## src/rtl/sblc_pkg.sv

```systemverilog
// Shared types and constants for the size-budget LRU cache.
// No dependencies.
package sblc_pkg;

  localparam int unsigned OpW    = 3;
  localparam int unsigned KeyW   = 44;
  localparam int unsigned SizeW  = 32;
  localparam int unsigned GenW   = 16;
  localparam int unsigned LimitW = 40;
  localparam int unsigned HeldW  = 41;
  localparam int unsigned EvW    = 7;

  localparam logic [OpW-1:0] OpProbe  = 3'd0;
  localparam logic [OpW-1:0] OpLookup = 3'd1;
  localparam logic [OpW-1:0] OpInsert = 3'd2;
  localparam logic [OpW-1:0] OpInval  = 3'd3;
  localparam logic [OpW-1:0] OpNewDoc = 3'd4;

  typedef struct packed {
    logic scan_start;
    logic scan_step;
    logic evict_last;
    logic write_slot;
    logic stamp_slot;
    logic drop_sel;
    logic clear_all;
    logic bump_gen;
    logic add_size;
  } sblc_cmd_t;

  typedef struct packed {
    logic scan_done;
    logic found;
    logic have_free;
    logic have_oldest;
    logic over_budget;
  } sblc_sts_t;

endpackage

```

## src/rtl/sblc_ctrl.sv

```systemverilog
// Controller state machine of the size-budget LRU cache.
// Depends on sblc_pkg.
module sblc_ctrl import sblc_pkg::*; (
  input  logic           clk_i,
  input  logic           rst_ni,
  input  logic           in_valid_i,
  output logic           in_ready_o,
  input  logic [OpW-1:0] op_i,
  input  logic           accept_ok_i,
  input  sblc_sts_t      sts_i,
  output sblc_cmd_t      cmd_o,
  output logic           done_o,
  output logic           acc_o,
  input  logic           out_free_i
);

  typedef enum logic [6:0] {
    SIdle  = 7'b0000001,
    SScan  = 7'b0000010,
    SApply = 7'b0000100,
    SEvScn = 7'b0001000,
    SEvDo  = 7'b0010000,
    SDone  = 7'b0100000,
    SFull  = 7'b1000000
  } state_e;

  state_e state_q, state_d;
  logic [OpW-1:0] op_q;
  logic acc_q, acc_d;

  assign in_ready_o = (state_q == SIdle);
  assign acc_o = acc_q;

  always_ff @(posedge clk_i or negedge rst_ni) begin
    if (!rst_ni) begin
      state_q <= SIdle;
      op_q    <= OpProbe;
      acc_q   <= 1'b0;
    end else begin
      state_q <= state_d;
      acc_q   <= acc_d;
      if (in_valid_i && in_ready_o) op_q <= op_i;
    end
  end

  always_comb begin
    state_d = state_q;
    acc_d   = acc_q;
    cmd_o   = '0;
    done_o  = 1'b0;
    unique case (state_q)
      SIdle: begin
        if (in_valid_i) begin
          acc_d = 1'b0;
          if (op_i == OpInval || op_i == OpNewDoc) begin
            cmd_o.clear_all = 1'b1;
            cmd_o.bump_gen  = (op_i == OpNewDoc);
            state_d = SDone;
          end else if (op_i <= OpInsert) begin
            cmd_o.scan_start = 1'b1;
            state_d = SScan;
          end else begin
            state_d = SDone;
          end
        end
      end
      SScan: begin
        cmd_o.scan_step = 1'b1;
        if (sts_i.scan_done) state_d = SApply;
      end
      SApply: begin
        if (op_q == OpLookup) begin
          cmd_o.stamp_slot = sts_i.found;
          state_d = SDone;
        end else if (op_q == OpInsert && accept_ok_i) begin
          acc_d = 1'b1;
          if (sts_i.found || sts_i.have_free) begin
            cmd_o.write_slot = 1'b1;
            cmd_o.add_size   = 1'b1;
            cmd_o.scan_start = 1'b1;
            state_d = SEvScn;
          end else begin
            cmd_o.drop_sel = 1'b1;
            state_d = SFull;
          end
        end else begin
          state_d = SDone;
        end
      end
      SFull: begin
        cmd_o.write_slot = 1'b1;
        cmd_o.add_size   = 1'b1;
        cmd_o.scan_start = 1'b1;
        state_d = SEvScn;
      end
      SEvScn: begin
        if (!sts_i.over_budget) begin
          state_d = SDone;
        end else begin
          cmd_o.scan_step = 1'b1;
          if (sts_i.scan_done) state_d = SEvDo;
        end
      end
      SEvDo: begin
        if (sts_i.have_oldest) begin
          cmd_o.drop_sel   = 1'b1;
          cmd_o.scan_start = 1'b1;
          state_d = SEvScn;
        end else begin
          state_d = SDone;
        end
      end
      SDone: begin
        if (out_free_i) begin
          done_o  = 1'b1;
          state_d = SIdle;
        end
      end
      default: state_d = SIdle;
    endcase
  end

  assert property (@(posedge clk_i) disable iff (!rst_ni)
    done_o |-> state_q == SDone) else $error("result outside done");
  assert property (@(posedge clk_i) disable iff (!rst_ni)
    cmd_o.write_slot |-> (state_q == SApply || state_q == SFull))
    else $error("write outside apply");
  assert property (@(posedge clk_i) disable iff (!rst_ni)
    (state_q == SFull) |-> $past(state_q) == SApply) else $error("bad full entry");

endmodule

```

## config.mk

```make
export PLATFORM = sky130hd
export DESIGN_NAME = sblc_ctrl
export DESIGN_NICKNAME = d
export VERILOG_FILES = /design/src/rtl/sblc_pkg.sv /design/src/rtl/sblc_ctrl.sv
export SDC_FILE = /design/constraint.sdc
export NUM_CORES = 1
export LEC_CHECK = 0
export BUFFER_PORTS_ARGS = -buffer_cell sky130_fd_sc_hd__buf_2
export CAP_MARGIN = 20
export CORE_MARGIN = 5
export CORE_UTILIZATION = 44
export DETAILED_ROUTE_END_ITERATION = 12
export GPL_TIMING_DRIVEN = 0
export PLACE_DENSITY_LB_ADDON = 0.2
export SLEW_MARGIN = 20
export SYNTH_ARGS = -nofsm -noshare
export SYNTH_HDL_FRONTEND = slang
export SYNTH_SLANG_ARGS = --single-unit
```

## constraint.sdc

```tcl
create_clock -name clk_i -period 2.5 [get_ports clk_i]
set_input_delay 0.25 -clock clk_i [delete_from_list [all_inputs] [get_ports clk_i]]
set_output_delay 0.25 -clock clk_i [all_outputs]
set_load 0.02 [all_outputs]
```

==> impl_results.md, run 1 <==
- Share of post-route cells with drive strength above 1: 0.354
- CTS tree: built
- Share of the synthesized area in the top cell type: 0.329
- Cells after Synth: 85
- R2r worst-path depth: 5
- RSZ-0062 raised after global routing: no
- Vias: 786
- HP Start: sts_i[2]
- Post-CTS Setup Repair Bufs: 0
- Clock Sinks: 11
- Leakage: 0.471 nW
- Reg2reg setup slack: 0.72 ns
- Min cycle time layout: 2.33 ns
- Final setup violation count: 0
- Worst skew pair latency: roughly 0.28 ns
- First-pass GRT wire length: 3470 um
- Area grow syn2layout: 23.6%
- Post-synthesis sequential area ratio: 0.364
- Final-stage net count: 127
- Power Density: 773 nW/um^2
- Min-Delay Endpoint: state_q[6]
- Worst endpoint data arrival time: between 2 and 2.5 ns
- TritonRoute pass-1 iters: 5
- Die area: 2660 sq um
- Final Hold Vio Count: 0
- Global route total overflow: 0
- IO Port Bufs: 23
- Post-synth cell types: 43
- Final worst path period share: 0.931
- Dominant synthesized flop cell: dfrtp_1
- Synth area leaders: dfrtp_1 33%, nor2_1 4.4%, mux2_2 4.4%
- H-tree depth: 1
- Slew Viols, Final: 0
- Largest net degree at the start of global routing: 12
- Fin cells: 130
- Number of top-level pins: 25
- Avg Cell Area, Syn: 8.94 sq um
- Post-synth EDFFs: 0
- Hold Worst Slack: around 0.16 ns
- Post-Syn Area: 759 sq um
- CTS clk-pin slew, worst paths: 0.07 ns
- Drt total wl: approximately 2000 um
- Yosys synthesis warning count: 0
- Drc violations: 0
- ANT cells: 0
- Initial antenna violation count: 0
- Most frequent cells in the layout: 23 x buf_2, 10 x dfrtp_1, 9 x nor2_1
- Design Area, Final: 938 sq um
- Final RePlAce weighted congestion: 0.874
- Row count: 15
- Vias in the first global route: approximately 800
- Required time of the critical path: ~2.3 ns
- Place WS: 0.430 ns
- Flops & latches, synth: 11
- Wire per inst: roughly 16 um
- Post-synth top area cell: dfrtp_1
- Status: finished, final reports clean
- Worst setup EP type: primary output
- Crit Path Max Fanout: 8
- FILL cells: 167
- Die Wd: slightly above 50 um
- CTS Root Cell: clkbuf_4
- Worst vdd ir: 0.359 mV
- Asr flop ratio synth: 1.00
- FMAX: ~430 MHz
- Worst r2r dst: state_q[5]
- Vias/cell: 6.05
- Cts bufs inserted: 3
- Final Util: 0.556
- Initial DRC Count: 11
- Chip height: 51.5 um
- Max Buffers Root-to-Sink: 2
- Setup slack after layout: 0.172 ns
- Core box area: 1690 sq um
- Cell Area, Placed: between 800 and 900 sq um
- Fin Setup TNS: 0 ns
- Cell total after placement: 125
- GRT Overall Usage: 0.177
- Final ANT Viol Nets: 0
- Crit start category: flip-flop
- Syn Nets: 98
- Hold Crit Class: in2reg
- Most common cell after layout, fill and taps aside: buf_2
- Skew final: roughly 0.0032 ns
- Tot Pwr: 0.726 mW
- R2r startpoint: state_q[4]
- Initial Util: 0.450
- Worst hold stages: 2
- CP Class: reg2out
- Max Cap Viol: 0
- Post-DP HPWL: 1540 um
power by group:
part / switching (mW) / internal [mW] / total [mW]
registers: 0.0454 / 0.230 / 0.275
clock network: 0.0669 / 0.0620 / 0.129
logic: 0.191 / 0.131 / 0.322
total: 0.303 / 0.423 / 0.726
layer usage:
metal / GRT usage / routed length [um] / vias to the layer above
met5: 0 / 0 / -
met4: 0.100 / 74 / 0
met3: 0.0430 / 141 / 9
met2: 0.288 / 920 / 36
met1: 0.212 / 889 / 369
li1: - / - / 372
layout make-up:
| type | instances | area, sq um | area share |
|---|---|---|---|
| Clock buffer | 4 | 26.3 | 0.0280 |
| Multi-Input combinational cell | 64 | 437 | 0.465 |
| Sequential cell | 11 | 277 | 0.295 |
| Timing Repair Buffer | 24 | 125 | 0.133 |
| Buffer | 4 | 30.0 | 0.0320 |
| Tap cell | 17 | 21.3 | 0.0227 |
| Inverter | 6 | 22.5 | 0.0240 |
what timing repair did:
item / 4_1_cts / 5_1_grt
resized for setup: 0 / 1
setup endpoints to repair: 0 / 2
endpoints found under the hold margin: 10 / 0
hold buffers: 1 / 0
state kept, by name, indices dropped and copies added (netlist names):
signal,count
acc_o,1
state_q,7
op_q,3
worst max-delay path by stage:
stage	from	endpoint	slack, ns	depth (start not counted)
floorplan	state_q[1]	cmd_o[5]	0.33	4
global placement	op_q[0]	cmd_o[8]	0.42	5
detailed placement	op_q[0]	cmd_o[8]	0.43	5
CTS	op_q[0]	cmd_o[8]	0.11	5
global route	state_q[4]	cmd_o[4]	0.02	6
finish	state_q[4]	cmd_o[4]	0.17	6
worst max-delay path, cell delays in order, from the launching register on:
cell	delay, ns
dfrtp_1	0.38
buf_6	0.14
or3_1	0.39
nor3_1	0.33
nand2_1	0.10
nor4_1	0.25
buf_2	0.22
synthesized netlist by cell type (3+ instances only):
cell type / count
a21oi_1: 3
nand4_1: 3
mux2_2: 3
inv_1: 5
nor3_1: 3
nand2_1: 4
nor2_1: 9
dfrtp_1: 10
nor2b_1: 5
logic make-up (layout without fill, tap and decap cells):
logic type,Yosys count,in the layout,share of synthesized area
xor gates and xnor gates,1,1,0.0115
AOI/OAI and AO/OA,18,18,0.189
DFF,11,11,0.364
buffers and inverters,10,38,0.0692
other,1,1,0.00494
and+or+nand+nor,41,41,0.316
muxes,3,3,0.0445
(Power assumes the default switching activity.)
==> inputs of run 2 (changes only) <==
Clock period 2.5 ns to 2.7 ns, I/O delays scaled along.
==> run 2 against run 1 <==
Total power decreased by 8.3%; critical endpoint is now cmd_o[3]; combinational power decreased by 8.7%; critical path depth decreased by 1; die area unchanged; sequential share of layout area increased by 0.20 points; non-clock buffer count unchanged.
==> impl_results.md, run 2 (same netlist as run 1, synthesis figures left out) <==
- Status: finished, final reports clean
- Global route total overflow: 0 (unchanged)
- IO Port Bufs: 23 (unchanged)
- FMAX: around 420 MHz
- Fin cells: 130 (unchanged)
- ANT cells: 0 (unchanged)
- Share of post-route cells with drive strength above 1: 0.345 (-0.00885)
- Final ANT Viol Nets: 0 (unchanged)
- Leakage: 0.471 nW (-0.10%)
- Chip height: 51.5 um (unchanged)
- Worst vdd ir: 0.332 mV (-7.4%)
- Drt total wl: 2030 um (+0.25%)
- Number of top-level pins: 25 (unchanged)
- Final-stage net count: 127 (unchanged)
- Hold Crit Class: in2reg
- Skew final: 0.00287 ns (-0.000294 ns)
- CTS tree: built
- Drc violations: 0 (unchanged)
- First-pass GRT wire length: 3470 um (unchanged)
- Min cycle time layout: 2.38 ns
- Crit start category: flip-flop
- Final Util: 0.552 (-0.00370)
- Clock Sinks: 11 (unchanged)
- Wire per inst: 15.6 um (+0.25%)
- Min-Delay Endpoint: state_q[6]
- Initial Util: 0.450 (unchanged)
- R2r worst-path depth: 5 (unchanged)
- Post-CTS resize count: 0 (unchanged)
- CP Class: reg2out
- Required time of the critical path: 2.43 ns (+0.18 ns)
- FILL cells: 168 (+0.60%)
- Final worst path period share: 0.881
- GRT Overall Usage: 0.177 (unchanged)
- Crit Path Max Fanout: 3 (-5)
- Vias in the first global route: 791 (unchanged)
- Worst slew margin: 0.628
- Reg2reg setup slack: 0.92 ns (+0.20 ns)
- RSZ-0062 raised after global routing: no
- Slew Viols, Final: 0 (unchanged)
- Initial antenna violation count: 0 (unchanged)
- Vias/cell: 6.05 (unchanged)
- Worst hold stages: 2 (unchanged)
- Max Cap Viol: 0 (unchanged)
- Cts bufs inserted: 3 (unchanged)
- Power Density: 714 nW/um^2 (-7.7%)
- Setup slack after layout: 0.321 ns (+0.148 ns)
- Worst r2r dst: state_q[5]
- Fin Setup TNS: 0 ns (unchanged)
- Cell Area, Placed: 896 sq um (unchanged)
- Hold Worst Slack: 0.181 ns (+0.0212 ns)
- Area grow syn2layout: 22.7%
- Core box area: 1690 sq um (unchanged)
- Most common cell after layout, fill and taps aside: buf_2
- Design Area, Final: 932 sq um (-0.67%)
- H-tree depth: 1 (unchanged)
- Final setup violation count: 0 (unchanged)
- Final Hold Vio Count: 0 (unchanged)
- Post-DP HPWL: 1540 um (unchanged)
- Worst-Margin Slew: 0.551 ns
- Largest net degree at the start of global routing: 12 (unchanged)
- Place WS: 0.610 ns (+0.180 ns)
- Area of the multi-input gates: 430 sq um (-1.4%)
- Row count: 15 (unchanged)
- Die Wd: 51.5 um (unchanged)
- Final RePlAce weighted congestion: 0.874 (unchanged)
- HP Start: sts_i[2]
- Initial DRC Count: 11 (unchanged)
- Worst setup EP type: primary output
- Worst endpoint data arrival time: 2.11 ns (+0.03 ns)
- R2r startpoint: state_q[4]
- Top reg by flops: state_q
- TritonRoute pass-1 iters: 4 (-1)
- Worst skew pair latency: 0.28 ns (about the same)
- Tot Pwr: 0.665 mW (-8.3%)
- Number of flip-flops in the largest register: 7 (unchanged)
- Max Buffers Root-to-Sink: 2 (unchanged)
- Vias: 786 (unchanged)
- Die area: 2660 sq um (unchanged)
- Cell total after placement: 125 (unchanged)
- CTS Root Cell: clkbuf_4
- Most frequent cells in the layout: 23 x buf_2, 10 x dfrtp_1, 9 x nor2_1
- CTS clk-pin slew, worst paths: 0.07 ns (about the same)
- Reg area: 277 sq um (unchanged)
[run 2: critical path, cell delays in order (launching register included)]
cell	delay [ns]
dfrtp_1	0.40
nor4bb_1	0.53
and4_1	0.31
nor3b_1	0.31
a41o_1	0.13
buf_2	0.15
[run 2: metal layers]
layer,wire length (um),track usage,vias to the layer above
met1,895,0.212,372
met4,73,0.100,0
li1,-,-,371
met5,0,0,-
met3,138,0.0430,9
met2,923,0.288,34
[run 2: cell type report]
type / count / area share
Buffer: 4 / 0.0322
Sequential cell: 11 / 0.297
Clock buffer: 4 / 0.0282
Inverter: 6 / 0.0242
Timing Repair Buffer: 24 / 0.134
Tap cell: 17 / 0.0228
Multi-Input combinational cell: 64 / 0.462
[run 2: power by group]
part / internal, mW / switching, mW / leakage (nW)
Combinational: 0.118 / 0.176 / 0.314
Sequential: 0.213 / 0.0396 / 0.142
Clock: 0.0574 / 0.0613 / 0.0150
Total: 0.388 / 0.277 / 0.471
[run 2: timing repair]
| action | in CTS | in global routing |
|---|---|---|
| hold buffers | 1 | 0 |
| setup buffers | 0 | 0 |
| endpoints found under the hold margin | 10 | 0 |
[run 2: worst max-delay path by stage]
| stage | from | end | slack, ns |
|---|---|---|---|
| 3_5_place_dp | op_q[0] | cmd_o[8] | 0.61 |
| 2_1_floorplan | state_q[1] | cmd_o[5] | 0.51 |
| 5_1_grt | op_q[0] | cmd_o[8] | 0.1 |
| 6_report | op_q[0] | cmd_o[3] | 0.32 |
| 4_1_cts | op_q[0] | cmd_o[8] | 0.29 |
| 3_3_place_gp | op_q[0] | cmd_o[8] | 0.60 |
==> inputs of run 3 (changes only) <==
Settings changed: GPL_TIMING_DRIVEN 0 to default.
==> run 3 against run 2 <==
First-iteration DRC count unchanged; count of clock-buffer cells in the layout unchanged; sequential share of layout area up 0.99 points; cell count shrank 3.1%; clock skew is essentially flat; critical endpoint is now cmd_o[8]; fmax increased by 2.3%; sequential power is 4% higher; cell area shrank 3.2%.
==> impl_results.md, run 3 (same netlist as run 1, synthesis figures left out) <==
- Crit Path Max Fanout: 3 (unchanged)
- Final Hold Vio Count: 0 (unchanged)
- Leakage: 0.453 nW (-3.9%)
- Final worst path period share: 0.862 (-0.0197)
- FMAX: 430 MHz (+2.3%)
- Worst r2r dst: state_q[5]
- Max Cap Viol: 0 (unchanged)
- TritonRoute pass-1 iters: 4 (unchanged)
- Most common cell after layout, fill and taps aside: buf_2
- Share of post-route cells with drive strength above 1: 0.330 (-0.0149)
- Worst-Margin Slew: 0.511 ns (-0.0398 ns)
- Core box area: 1690 sq um (unchanged)
- CP Class: reg2out
- Post-CTS Setup Repair Bufs: 0 (unchanged)
- CTS Root Cell: clkbuf_4
- Wire per inst: 14.8 um (-5.2%)
- Initial antenna violation count: 0 (unchanged)
- Top reg by flops: state_q
- Crit path launch: op_q[0]
- Worst endpoint data arrival time: 2.06 ns (-0.05 ns)
- GRT Overall Usage: 0.148 (-0.0288)
- First-pass GRT wire length: 2970 um (-14%)
- Critical-path top delay cell: nor4bb_1
- Reg2reg setup slack: 0.98 ns (+0.06 ns)
- Min cycle time layout: 2.33 ns (-0.0531 ns)
- Required time of the critical path: 2.43 ns (about the same)
- GRT met2 Usage: 0.237 (-0.0508)
- Worst skew pair latency: 0.27 ns (about the same)
- Clock Sinks: 11 (unchanged)
- Chip height: 51.5 um (unchanged)
- Final Util: 0.534 (-0.0178)
- Fin Setup TNS: 0 ns (unchanged)
- CTS clk-pin slew, worst paths: 0.07 ns (about the same)
- Status: finished, final reports clean
- CTS tree: built
- Number of flip-flops in the largest register: 7 (unchanged)
- Vias in the first global route: 682 (-14%)
- Crit path largest cell delay: 0.49 ns (-0.04 ns)
- Global route total overflow: 0 (unchanged)
- Initial Util: 0.450 (unchanged)
- Number of top-level pins: 25 (unchanged)
- Area grow syn2layout: 18.8%
- R2r worst-path depth: 4 (-1)
- RSZ-0062 raised after global routing: no
- R2r startpoint: state_q[4]
- ANT cells: 0 (unchanged)
- Post-DP HPWL: 1470 um (-4.6%)
- HP Start: sts_i[2]
- Top Usage Layer GRT: met2
- Slew Viols, Final: 0 (unchanged)
- Vias: 732 (-6.9%)
- Final ANT Viol Nets: 0 (unchanged)
- CP cell instances: nor4bb_1, a31oi_1, o41ai_1, o21bai_1, buf_2
- Crit start category: flip-flop
- Vias/cell: 5.81 (-3.9%)
- Worst setup EP type: primary output
- Most frequent cells in the layout: 23 x buf_2, 10 x dfrtp_1, 9 x nor2_1
- IO Port Bufs: 23 (unchanged)
- Initial DRC Count: 11 (unchanged)
- Min-Delay Endpoint: state_q[6]
- GRT met1 Usage: 0.188 (-0.0241)
- Row count: 15 (unchanged)
- Final RePlAce weighted congestion: 0.813 (-7.0%)
- Tot Pwr: 0.654 mW (-1.8%)
- Hold Crit Class: in2reg
- Die area: 2660 sq um (unchanged)
- M3 GR Usage: 0.0458 (+0.00287)
- Die Wd: 51.5 um (unchanged)
- H-tree depth: 1 (unchanged)
- Drt total wl: 1870 um (-8.1%)
- Worst hold stages: 2 (unchanged)
- Drc violations: 0 (unchanged)
- Largest net degree at the start of global routing: 12 (unchanged)
- Max Buffers Root-to-Sink: 2 (unchanged)
- Cts bufs inserted: 3 (unchanged)
- Worst vdd ir: 0.379 mV (+14%)
- Worst slew margin: 0.657 (+0.0289)
- Power Density: 725 nW/um^2 (+1.5%)
- Skew final: 0.00269 ns (-0.000174 ns)
- Final setup violation count: 0 (unchanged)
- Final-stage net count: 123 (-3.1%)
## run 3: cell types whose count changed in the layout (fill, tap and decap cells not counted), sizes merged
cell / before / now
buf: 26 / 23
clkbuf: 5 / 4
## run 3: layout make-up
type | instances | area (sq um)
clock buffers | 4 | 26.3
fillers | 158 | 787
inverters | 6 | 22.5
multi-input cells | 64 | 430
flip-flops and latches | 11 | 277
well taps | 17 | 21.3
repair buffers | 24 | 125
## run 3: worst max path at each step
stage | endpoint | slack, ns
floorplan | cmd_o[5] | 0.51
detailed placement | cmd_o[8] | 0.69
global placement | cmd_o[8] | 0.65
CTS | cmd_o[8] | 0.40
finish | cmd_o[8] | 0.37
global route | cmd_o[8] | 0.16
## run 3: through the flow
step	setup slack [ns]	cell area, sq um	hold WS (ns)	instances
finish	0.374	902	0.181	126
global route	0.157	902	0.179	126
CTS	0.395	902	0.172	126
detailed placement	0.691	866	0.155	121
global placement	0.648	866	0.156	121
floorplan	0.506	759	-0.0256	85
## run 3: worst max-delay path, delay by kind of cell (launching register included)
family          cells  cell delay, ns
flops               1            0.40
compound gates      3            0.72
simple gates        1            0.49
buf+inv             1            0.18
## run 3: timing repair
action	in CTS	in global routing
hold buffers	1	0
gates resized for setup	0	0
endpoints found under the hold margin	10	0
## run 3: power breakdown
part	switching, mW	leakage, nW	internal, mW	total (mW)
Combinational	0.162	0.296	0.116	0.278
Sequential	0.0486	0.142	0.213	0.261
Clock	0.0572	0.0150	0.0573	0.114
Total	0.268	0.453	0.386	0.654
## run 3: per-layer routing
metal | vias up | wire length, um
li1 | 360 | -
met1 | 342 | 859
met2 | 25 | 858
met3 | 5 | 116
met4 | 0 | 32
met5 | - | 0
